### src/rtl/core/modular_field_group_alu_macros.svh
// Assertion macros shared by the modular arithmetic unit.
// Included by the modules that carry concurrent assertions.
`ifndef MODULAR_FIELD_GROUP_ALU_MACROS_SVH
`define MODULAR_FIELD_GROUP_ALU_MACROS_SVH

// Same-cycle implication, disabled during reset.
`define MFG_ASSERT_IMP(label, clk, rst, ante, cons) \
  label: assert property (@(posedge clk) disable iff (rst) (ante) |-> (cons)) \
    else $error("assertion failed");

// Next-cycle implication, disabled during reset.
`define MFG_ASSERT_NXT(label, clk, rst, ante, cons) \
  label: assert property (@(posedge clk) disable iff (rst) (ante) |=> (cons)) \
    else $error("assertion failed");

`endif

### src/rtl/core/mfg_pkg.sv
// Shared types and constants of the modular arithmetic unit.
// No dependencies.
package mfg_pkg;

  localparam int DEF_OPERAND_WIDTH = 64;
  localparam int FUNC_W = 3;
  localparam int CFG_IDX_W = 2;

  localparam logic [FUNC_W-1:0] FUNC_FADD = 3'd0;
  localparam logic [FUNC_W-1:0] FUNC_FMUL = 3'd1;
  localparam logic [FUNC_W-1:0] FUNC_FNEG = 3'd2;
  localparam logic [FUNC_W-1:0] FUNC_GMUL = 3'd3;
  localparam logic [FUNC_W-1:0] FUNC_GEXP = 3'd4;

  localparam logic [CFG_IDX_W-1:0] REG_PRESENT = 2'd0;
  localparam logic [CFG_IDX_W-1:0] REG_FMOD = 2'd1;
  localparam logic [CFG_IDX_W-1:0] REG_GMOD = 2'd2;

  typedef enum logic [2:0] {
    OP_FADD,
    OP_FMUL,
    OP_FNEG,
    OP_GMUL,
    OP_GEXP,
    OP_NONE,
    OP_ERR
  } op_t;

  localparam int OP_W = $bits(op_t);

endpackage

### src/rtl/core/mfg_if.sv
// Valid/ready channel interfaces for operation requests and results.
// Depends on mfg_pkg.
interface mfg_in_if import mfg_pkg::*; #(parameter int W = DEF_OPERAND_WIDTH);
  logic              valid;
  logic              ready;
  logic [FUNC_W-1:0] func;
  logic [W-1:0]      lhs;
  logic [W-1:0]      rhs;
  modport source (output valid, func, lhs, rhs, input ready);
  modport sink (input valid, func, lhs, rhs, output ready);
endinterface

interface mfg_out_if import mfg_pkg::*; #(parameter int W = DEF_OPERAND_WIDTH);
  logic         valid;
  logic         ready;
  logic [W-1:0] result;
  logic         status;
  modport source (output valid, result, status, input ready);
  modport sink (input valid, result, status, output ready);
endinterface

### src/rtl/core/mfg_front.sv
// Front end: accepts request beats and classifies the opcode.
// Depends on mfg_pkg and mfg_in_if.
module mfg_front import mfg_pkg::*; #(
  parameter int W = DEF_OPERAND_WIDTH
) (
  mfg_in_if.sink           in,
  input  logic             present,
  input  logic             q_full,
  output logic             q_push,
  output logic [OP_W+2*W-1:0] q_data
);

  op_t op;

  always_comb begin
    case (in.func)
      FUNC_FADD: op = OP_FADD;
      FUNC_FMUL: op = OP_FMUL;
      FUNC_FNEG: op = OP_FNEG;
      FUNC_GMUL: op = OP_GMUL;
      FUNC_GEXP: op = OP_GEXP;
      default:   op = OP_NONE;
    endcase
    if (!present) begin
      op = OP_ERR;
    end
  end

  assign in.ready = !q_full;
  assign q_push = in.valid && !q_full;
  assign q_data = {op, in.lhs, in.rhs};

endmodule

### src/rtl/core/mfg_queue.sv
// Two-entry queue between the front end and the arithmetic back end.
// Depends on mfg_pkg for nothing but the shared style; stands alone.
module mfg_queue #(
  parameter int DW = 8
) (
  input  logic          clk,
  input  logic          rst,
  input  logic          push,
  input  logic [DW-1:0] wdata,
  output logic          full,
  input  logic          pop,
  output logic          valid,
  output logic [DW-1:0] rdata
);

  logic [DW-1:0] mem [2];
  logic          wptr;
  logic          rptr;
  logic [1:0]    count;

  always_ff @(posedge clk) begin
    if (rst) begin
      wptr <= 1'b0;
      rptr <= 1'b0;
      count <= 2'd0;
    end else begin
      if (push) begin
        mem[wptr] <= wdata;
        wptr <= !wptr;
      end
      if (pop) begin
        rptr <= !rptr;
      end
      count <= count + {1'b0, push} - {1'b0, pop};
    end
  end

  assign full = count[1];
  assign valid = count != 2'd0;
  assign rdata = mem[rptr];

endmodule

### src/rtl/core/mfg_back.sv
// Back end: sequencer around a double-and-add modular multiplier.
// Depends on mfg_pkg, mfg_out_if and the assertion macros.
`include "modular_field_group_alu_macros.svh"
module mfg_back import mfg_pkg::*; #(
  parameter int W = DEF_OPERAND_WIDTH
) (
  input  logic                clk,
  input  logic                rst,
  input  logic [W-1:0]        fmod,
  input  logic [W-1:0]        gmod,
  input  logic                q_valid,
  input  logic [OP_W+2*W-1:0] q_data,
  output logic                q_pop,
  mfg_out_if.source           out
);

  localparam int CW = (W > 1) ? $clog2(W) : 1;

  typedef enum logic [2:0] {IDLE, LOOP, NEXT, CHK, FIN} state_t;

  state_t       state;
  op_t          op;
  logic [1:0]   step;
  logic         ph;
  logic [CW-1:0] cnt;
  logic [W-1:0] a, b, r, x, y, e, m, rv, res;
  logic         st;
  logic         ovalid;
  logic         load_out;
  logic [W-1:0] result;
  logic         status;

  function automatic logic [W-1:0] addm(input logic [W-1:0] p, input logic [W-1:0] q,
                                        input logic [W-1:0] md);
    logic [W:0] s;
    logic [W:0] d;
    s = {1'b0, p} + {1'b0, q};
    d = s - {1'b0, md};
    if (md == '0) begin
      return s[W-1:0];
    end else if (s >= {1'b0, md}) begin
      return d[W-1:0];
    end
    return s[W-1:0];
  endfunction

  assign q_pop = (state == IDLE) && q_valid;
  assign load_out = (state == FIN) && (!ovalid || out.ready);

  always_ff @(posedge clk) begin
    if (rst) begin
      ovalid <= 1'b0;
    end else if (load_out) begin
      ovalid <= 1'b1;
    end else if (out.ready) begin
      ovalid <= 1'b0;
    end
  end

  always_ff @(posedge clk) begin
    if (rst) begin
      state <= IDLE;
    end else begin
      case (state)
        IDLE: begin
          if (q_valid) begin
            op <= op_t'(q_data[OP_W+2*W-1:2*W]);
            rv <= q_data[W-1:0];
            m <= (op_t'(q_data[OP_W+2*W-1:2*W]) == OP_GMUL ||
                  op_t'(q_data[OP_W+2*W-1:2*W]) == OP_GEXP) ? gmod : fmod;
            step <= 2'd0;
            if (op_t'(q_data[OP_W+2*W-1:2*W]) == OP_ERR ||
                op_t'(q_data[OP_W+2*W-1:2*W]) == OP_NONE) begin
              res <= '0;
              st <= op_t'(q_data[OP_W+2*W-1:2*W]) == OP_ERR;
              state <= FIN;
            end else begin
              a <= W'(1);
              b <= q_data[2*W-1:W];
              r <= '0;
              cnt <= CW'(W-1);
              ph <= 1'b0;
              st <= 1'b0;
              state <= LOOP;
            end
          end
        end
        LOOP: begin
          if (!ph) begin
            r <= addm(r, r, m);
            ph <= 1'b1;
          end else begin
            if (b[cnt]) begin
              r <= addm(r, a, m);
            end
            ph <= 1'b0;
            if (cnt == '0) begin
              state <= NEXT;
            end else begin
              cnt <= cnt - CW'(1);
            end
          end
        end
        NEXT: begin
          r <= '0;
          cnt <= CW'(W-1);
          ph <= 1'b0;
          step <= step + 2'd1;
          case (op)
            OP_FADD: begin
              if (step == 2'd0) begin
                x <= r;
                a <= W'(1);
                b <= rv;
                state <= LOOP;
              end else begin
                res <= addm(x, r, m);
                state <= FIN;
              end
            end
            OP_FMUL, OP_GMUL: begin
              if (step == 2'd0) begin
                a <= r;
                b <= rv;
                state <= LOOP;
              end else begin
                res <= r;
                state <= FIN;
              end
            end
            OP_FNEG: begin
              if (step == 2'd0) begin
                a <= W'(1);
                b <= m - r;
                state <= LOOP;
              end else begin
                res <= r;
                state <= FIN;
              end
            end
            OP_GEXP: begin
              case (step)
                2'd0: begin
                  x <= r;
                  a <= W'(1);
                  b <= W'(1);
                  state <= LOOP;
                end
                2'd1: begin
                  y <= r;
                  e <= rv;
                  state <= CHK;
                end
                2'd2: begin
                  y <= r;
                  a <= x;
                  b <= x;
                  state <= LOOP;
                end
                default: begin
                  x <= r;
                  e <= e >> 1;
                  state <= CHK;
                end
              endcase
            end
            default: begin
              res <= '0;
              state <= FIN;
            end
          endcase
        end
        CHK: begin
          r <= '0;
          cnt <= CW'(W-1);
          ph <= 1'b0;
          a <= x;
          if (e == '0) begin
            res <= y;
            state <= FIN;
          end else begin
            state <= LOOP;
            if (e[0]) begin
              b <= y;
              step <= 2'd2;
            end else begin
              b <= x;
              step <= 2'd3;
            end
          end
        end
        FIN: begin
          if (load_out) begin
            result <= res;
            status <= st;
            state <= IDLE;
          end
        end
        default: state <= IDLE;
      endcase
    end
  end

  assign out.valid = ovalid;
  assign out.result = result;
  assign out.status = status;

  `MFG_ASSERT_IMP(a_pop_idle, clk, rst, q_pop, state == IDLE)
  `MFG_ASSERT_IMP(a_err_zero, clk, rst, ovalid && status, result == '0)
  `MFG_ASSERT_NXT(a_fin_idle, clk, rst, state == FIN && (!ovalid || out.ready),
                  state == IDLE && ovalid)

endmodule

### src/rtl/core/modular_field_group_alu.sv
// Modular arithmetic unit: field add, multiply and negate under the field modulus, group
// multiply and exponentiation under the group modulus. One item is processed at a time by a
// double-and-add multiplier that doubles and then conditionally adds for each operand bit.
// Add reduces both operands before adding them; multiply and negate reduce the left operand
// and then multiply once; exponentiation squares for each exponent bit up to the highest set
// bit and multiplies once more for each set bit. A two-entry queue takes requests while the
// multiplier is busy; results wait in an output register until taken.
module modular_field_group_alu import mfg_pkg::*; #(
  parameter int OPERAND_WIDTH = DEF_OPERAND_WIDTH
) (
  input  logic                     clk,
  input  logic                     rst,
  mfg_in_if.sink                   in,
  mfg_out_if.source                out,
  input  logic                     cfg_we,
  input  logic [CFG_IDX_W-1:0]     cfg_index,
  input  logic [OPERAND_WIDTH-1:0] cfg_wdata
);

  localparam int W = OPERAND_WIDTH;
  localparam int DW = OP_W + 2 * W;

  logic          present;
  logic [W-1:0]  fmod;
  logic [W-1:0]  gmod;
  logic          q_push, q_full, q_pop, q_valid;
  logic [DW-1:0] q_wdata, q_rdata;

  always_ff @(posedge clk) begin
    if (rst) begin
      present <= 1'b0;
      fmod <= W'(1);
      gmod <= W'(1);
    end else if (cfg_we) begin
      case (cfg_index)
        REG_PRESENT: present <= cfg_wdata[0];
        REG_FMOD:    fmod <= cfg_wdata;
        REG_GMOD:    gmod <= cfg_wdata;
        default:     ;
      endcase
    end
  end

  mfg_front #(.W(W)) u_front (
    .in(in), .present(present), .q_full(q_full), .q_push(q_push), .q_data(q_wdata)
  );

  mfg_queue #(.DW(DW)) u_queue (
    .clk(clk), .rst(rst), .push(q_push), .wdata(q_wdata), .full(q_full),
    .pop(q_pop), .valid(q_valid), .rdata(q_rdata)
  );

  mfg_back #(.W(W)) u_back (
    .clk(clk), .rst(rst), .fmod(fmod), .gmod(gmod), .q_valid(q_valid),
    .q_data(q_rdata), .q_pop(q_pop), .out(out)
  );

endmodule
### src/flat_wrapper.sv
// flat-port wrapper written by rule: the top's interface ports become plain ports
module modular_field_group_alu_flat import mfg_pkg::*;
#(
  parameter int OPERAND_WIDTH = DEF_OPERAND_WIDTH
)
  (clk, rst, cfg_we, cfg_index, cfg_wdata, in_valid, in_func, in_lhs, in_rhs, in_ready, out_valid, out_result, out_status, out_ready);
  mfg_in_if in_i ();
  mfg_out_if out_i ();
  input  logic clk;
  input  logic rst;
  input  logic cfg_we;
  input  logic [CFG_IDX_W-1:0] cfg_index;
  input  logic [OPERAND_WIDTH-1:0] cfg_wdata;
  input wire logic [$bits(in_i.valid)-1:0] in_valid;
  input wire logic [$bits(in_i.func)-1:0] in_func;
  input wire logic [$bits(in_i.lhs)-1:0] in_lhs;
  input wire logic [$bits(in_i.rhs)-1:0] in_rhs;
  output wire logic [$bits(in_i.ready)-1:0] in_ready;
  output wire logic [$bits(out_i.valid)-1:0] out_valid;
  output wire logic [$bits(out_i.result)-1:0] out_result;
  output wire logic [$bits(out_i.status)-1:0] out_status;
  input wire logic [$bits(out_i.ready)-1:0] out_ready;
  assign in_i.valid = in_valid;
  assign in_i.func = in_func;
  assign in_i.lhs = in_lhs;
  assign in_i.rhs = in_rhs;
  assign in_ready = in_i.ready;
  assign out_valid = out_i.valid;
  assign out_result = out_i.result;
  assign out_status = out_i.status;
  assign out_i.ready = out_ready;
  modular_field_group_alu #(.OPERAND_WIDTH(OPERAND_WIDTH)) u_core (.clk(clk), .rst(rst), .in(in_i), .out(out_i), .cfg_we(cfg_we), .cfg_index(cfg_index), .cfg_wdata(cfg_wdata));
endmodule
### config.mk
export PLATFORM = sky130hd
export DESIGN_NAME = modular_field_group_alu_flat
export DESIGN_NICKNAME = d
export VERILOG_FILES = /design/src/rtl/core/mfg_pkg.sv /design/src/rtl/core/mfg_if.sv /design/src/rtl/core/mfg_front.sv /design/src/rtl/core/mfg_queue.sv /design/src/rtl/core/mfg_back.sv /design/src/rtl/core/modular_field_group_alu.sv /design/src/flat_wrapper.sv
export VERILOG_INCLUDE_DIRS = /design/src /design/src/rtl/core
export SDC_FILE = /design/constraint.sdc
export NUM_CORES = 2
export LEC_CHECK = 0
export BUFFER_PORTS_ARGS = -buffer_cell sky130_fd_sc_hd__buf_4
export CAP_MARGIN = 25
export CORE_ASPECT_RATIO = 1.75
export CORE_UTILIZATION = 40
export DETAILED_ROUTE_END_ITERATION = 12
export GPL_TIMING_DRIVEN = 0
export SETUP_SLACK_MARGIN = 0.1
export SYNTH_ARGS = -nofsm -noshare
export SYNTH_HDL_FRONTEND = slang
export SYNTH_SLANG_ARGS = --single-unit
### constraint.sdc
create_clock -name clk -period 39.8 [get_ports clk]
set_input_delay 9.95 -clock clk [delete_from_list [all_inputs] [get_ports clk]]
set_output_delay 9.95 -clock clk [all_outputs]
set_load 0.1 [all_outputs]
==> summary by stage <==
Setup path
The type of the setup path with the least slack is input pin to flop. STA classifies the critical path startpoint as an input pin. The critical-path cell with the highest stage delay is sky130_fd_sc_hd__nor3_2. The delay of the slowest cell on the worst path is 0.79 ns. The signal on the critical path passes through clkbuf_1 > clkbuf_1 > nor3_2 > buf_8 > buf_4 > buf_6 > buf_6. The maximum fanout encountered on the critical timing path is 14. The worst setup path is captured at a flop.

The data arrival time of the critical path is 12.51 ns. The worst path required time is 40.23 ns.

Timing
In the final timing run, aggregate negative setup slack is 0 ns. The worst hold slack is 0.418 ns. The final cycle utilization of the critical path is 30.3%. The number of endpoints with negative hold slack in the final report is 0. The relative max-transition margin is 18.4%. Setup repair after global routing left no endpoint under its margin. Setup violations remaining at the end of the flow were counted as 0.

For the pin with the worst max-slew slack, the measured transition is 1.22 ns. The smallest clock period supported by the final layout is computed as 12.07 ns. The highest clock frequency the design can meet is 82.8 MHz.

The setup skew after layout is 0.0584 ns. The number of max-slew violations in the final report is 0.

Synthesis
The number of flops mapped to enable cells by yosys is 916. The share of synthesized area in the top cell type comes to 42.0%. In this run, distinct cell masters in the synthesized netlist total 98. The area of the mapped netlist is 65,500 um^2. Synthesis produced 6,362 cells. The share of async-settable or async-resettable flops after synthesis is 0%.

For this run, the number of Yosys warnings is 0. The average instance in the mapped netlist occupies 10.3 um^2. The flip-flop cell with the highest count after synthesis is sky130_fd_sc_hd__edfxtp_1. By area the synthesized netlist is led by sky130_fd_sc_hd__edfxtp_1, sky130_fd_sc_hd__ha_1, sky130_fd_sc_hd__a21oi_1. sky130_fd_sc_hd__edfxtp_1 takes more of the synthesized area than any other cell.

The number of nets produced by synthesis is 6,960. The post-synthesis sequential element count is 1,054. The fraction of the yosys area taken by sequential cells is 46.2%.

Clock network
After clock tree synthesis, the repair step resized 0 gates. The clock net in this run drives a total of 1,054 sinks. The clock tree from TritonCTS is yes. Post-CTS timing repair inserted 0 buffers for setup.

CTS built an H-tree with a depth of 3. The number of buffers added to fix hold violations after cts is 0. The clock root buffer master is sky130_fd_sc_hd__clkbuf_16. The clock slew seen by the registers of the worst setup and hold paths is 0.06 ns. The number of clock buffers added by TritonCTS is 99. The maximum root-to-sink buffer count is 3. The later pin in the worst-skew pair is clocked with a latency of 0.76 ns.

GRT
The number of antenna violations at the first check in global routing is 13. The global routing stage identified its most utilized layer as met2. For this run the aggregate overflow at the end of global routing stands at 0. The first global-routing pass estimated 400 mm of wire.

Global routing used 34.3% of the available tracks. For met2 alone, demand over resource in global routing was 58.5%. The number of global-route vias before repair was 54,900. Global routing consumed, on the met3 layer, 3.94% of the routing resources. In the global route stage, met1 resource usage came out at 38.4%. The pin count of the biggest net entering global routing is 32.

Layout
After the flow finishes, the layout carries non-filler instances totaling 9,128. The number of nets in the layout is 7,452. The share of the core filled with cells is 46.1%. The share of cells above drive strength 1 is 12.2%. The library cell used most frequently in the layout, excluding fill and tap cells, is sky130_fd_sc_hd__edfxtp_1. The library cells used most frequently in the layout, excluding fill and tap cells, are sky130_fd_sc_hd__edfxtp_1, sky130_fd_sc_hd__a21oi_1, sky130_fd_sc_hd__nand2_1. The area overhead of the layout relative to synthesis is 14.6%.

Die
For this configuration, the core starts out at a cell density of 40.2%. The vertical die dimension is 537 um. 269 I/O pins were placed. Measured along the x axis, the die boundary spans 308 um.

The die covers 166,000 um^2. After floorplanning, the core was divided into 196 placement rows. In this run the standard cell core region covers 163,000 um^2.

Pwr
The power per cell area is 98.7 nW/um^2. The total power is 7.42 mW. Across the VDD grid, the largest voltage drop is 0.0536 mV. The leakage power is 28.5 nW.

Detailed routing
The detailed router placed 55,100 vias in this run. In this run, the number of DRC markers left after iteration 0 of detailed routing was 4,827. In this run the remaining antenna-violating nets after routing total 0.

In the routed design, unresolved DRC markers number 0. The routed wirelength normalized by instance count is 31.6 um. The per-cell via count in the routed design is 6.04. Wires add up to 289 mm. The number of search-and-repair iterations in the first detailed-routing pass is 10.

Placed design
Buffers placed on the I/O ports in this run total 267. Once placement completed, the tool counted placed cells totaling 8,928. Summed over all nets, the half-perimeter wirelength after detailed placement is 240 mm. Routability-driven placement finished with a final weighted congestion of 1.09.

Outcome
The flow ran to the end, and the final reports show no timing, DRC or antenna violations.

Run
The tool flagged a number of max-cap violations equal to 0.

Min path
The worst min-delay path category is flop to flop.
## Yosys cell counts (75+ instances only)
master	number
sky130_fd_sc_hd__mux2_2	193
sky130_fd_sc_hd__a211oi_1	103
sky130_fd_sc_hd__o21ai_1	121
sky130_fd_sc_hd__xor2_1	139
sky130_fd_sc_hd__a22o_1	75
sky130_fd_sc_hd__nand2_1	610
sky130_fd_sc_hd__o21ai_0	242
sky130_fd_sc_hd__edfxtp_1	916
sky130_fd_sc_hd__a22oi_1	75
sky130_fd_sc_hd__xnor2_1	209
sky130_fd_sc_hd__dfxtp_1	138
sky130_fd_sc_hd__mux2i_1	190
sky130_fd_sc_hd__a21o_1	258
sky130_fd_sc_hd__nor2_1	334
sky130_fd_sc_hd__clkbuf_1	294
sky130_fd_sc_hd__inv_1	241
sky130_fd_sc_hd__ha_1	390
sky130_fd_sc_hd__nor3_1	78
sky130_fd_sc_hd__nand4_1	101
sky130_fd_sc_hd__a21oi_1	621
sky130_fd_sc_hd__o21bai_1	99
## worst max-delay path, delay by kind of cell
| kind | cells | cell delay [ns] |
|---|---|---|
| buffers and inverters | 6 | 1.72 |
| AND/OR/NAND/NOR | 1 | 0.79 |
## power by group
group	total [mW]	switching [mW]	internal (mW)	leakage (nW)
Combinational	4.83	3.18	1.65	17.4
Sequential	1.62	0.212	1.41	9.54
Clock	0.966	0.461	0.505	1.57
## cell families after synthesis
family / synth area share (%)
AND/OR/NAND/NOR: 10.7
buffers and inverters: 3.44
AO/OA/AOI/OAI: 20.6
multiplexers: 6.77
XOR/XNOR: 4.65
adder cells (fa/ha/maj): 7.63
flip-flops: 46.2
## registers in the layout (all words and copies together) (netlist names), 3 cells and up, named ones only
name,flops
u_core.u_back.e,64
u_core.u_back.op,3
u_core.u_back.rv,64
u_core.u_back.r,64
u_core.u_back.out.result,64
u_core.u_back.cnt,6
u_core.u_back.res,64
u_core.gmod,64
u_core.u_back.a,64
u_core.u_back.y,64
u_core.u_back.b,64
u_core.u_back.x,64
u_core.u_queue.mem,262
u_core.fmod,64
u_core.u_back.m,64
u_core.u_back.state,3
## stage by stage
stage,instance area (um^2),setup WS (ns)
finish,75100,27.73
global route,75100,27.57
CTS,75100,27.73
detailed placement,71800,26.94
global placement,70300,12.68
floorplan,65500,19.10
## cell type report
cell class                 instances  area (um^2)
timing repair buffer             391         3480
antenna                           11         27.5
tap                             2178         2730
inverter                         241          905
fill                           15500        87700
sequential                      1054        30300
multi-input combinational       4721        33100
clock inverter                    58          543
buffer                           346         1350
clock buffer                     128         2690
## worst paths after layout
path              cells after the start             startpoint  slack (ns)                            to
setup reg to reg                     25    u_core.u_back.r[14]       29.41          u_core.u_back.res[3]
setup / recovery                      7                    rst       27.73  u_core.u_back.out.result[17]
hold / removal                        0  u_core.u_back.res[30]        0.42  u_core.u_back.out.result[30]
hold reg to reg                       0  u_core.u_back.res[30]        0.42  u_core.u_back.out.result[30]
## routing by layer
metal,wire (um),part of all wire (%)
met5,11,0.0038
met4,28100,9.7
met3,16300,5.6
met2,139000,48
met1,106000,37
(Power assumes the default switching activity.)
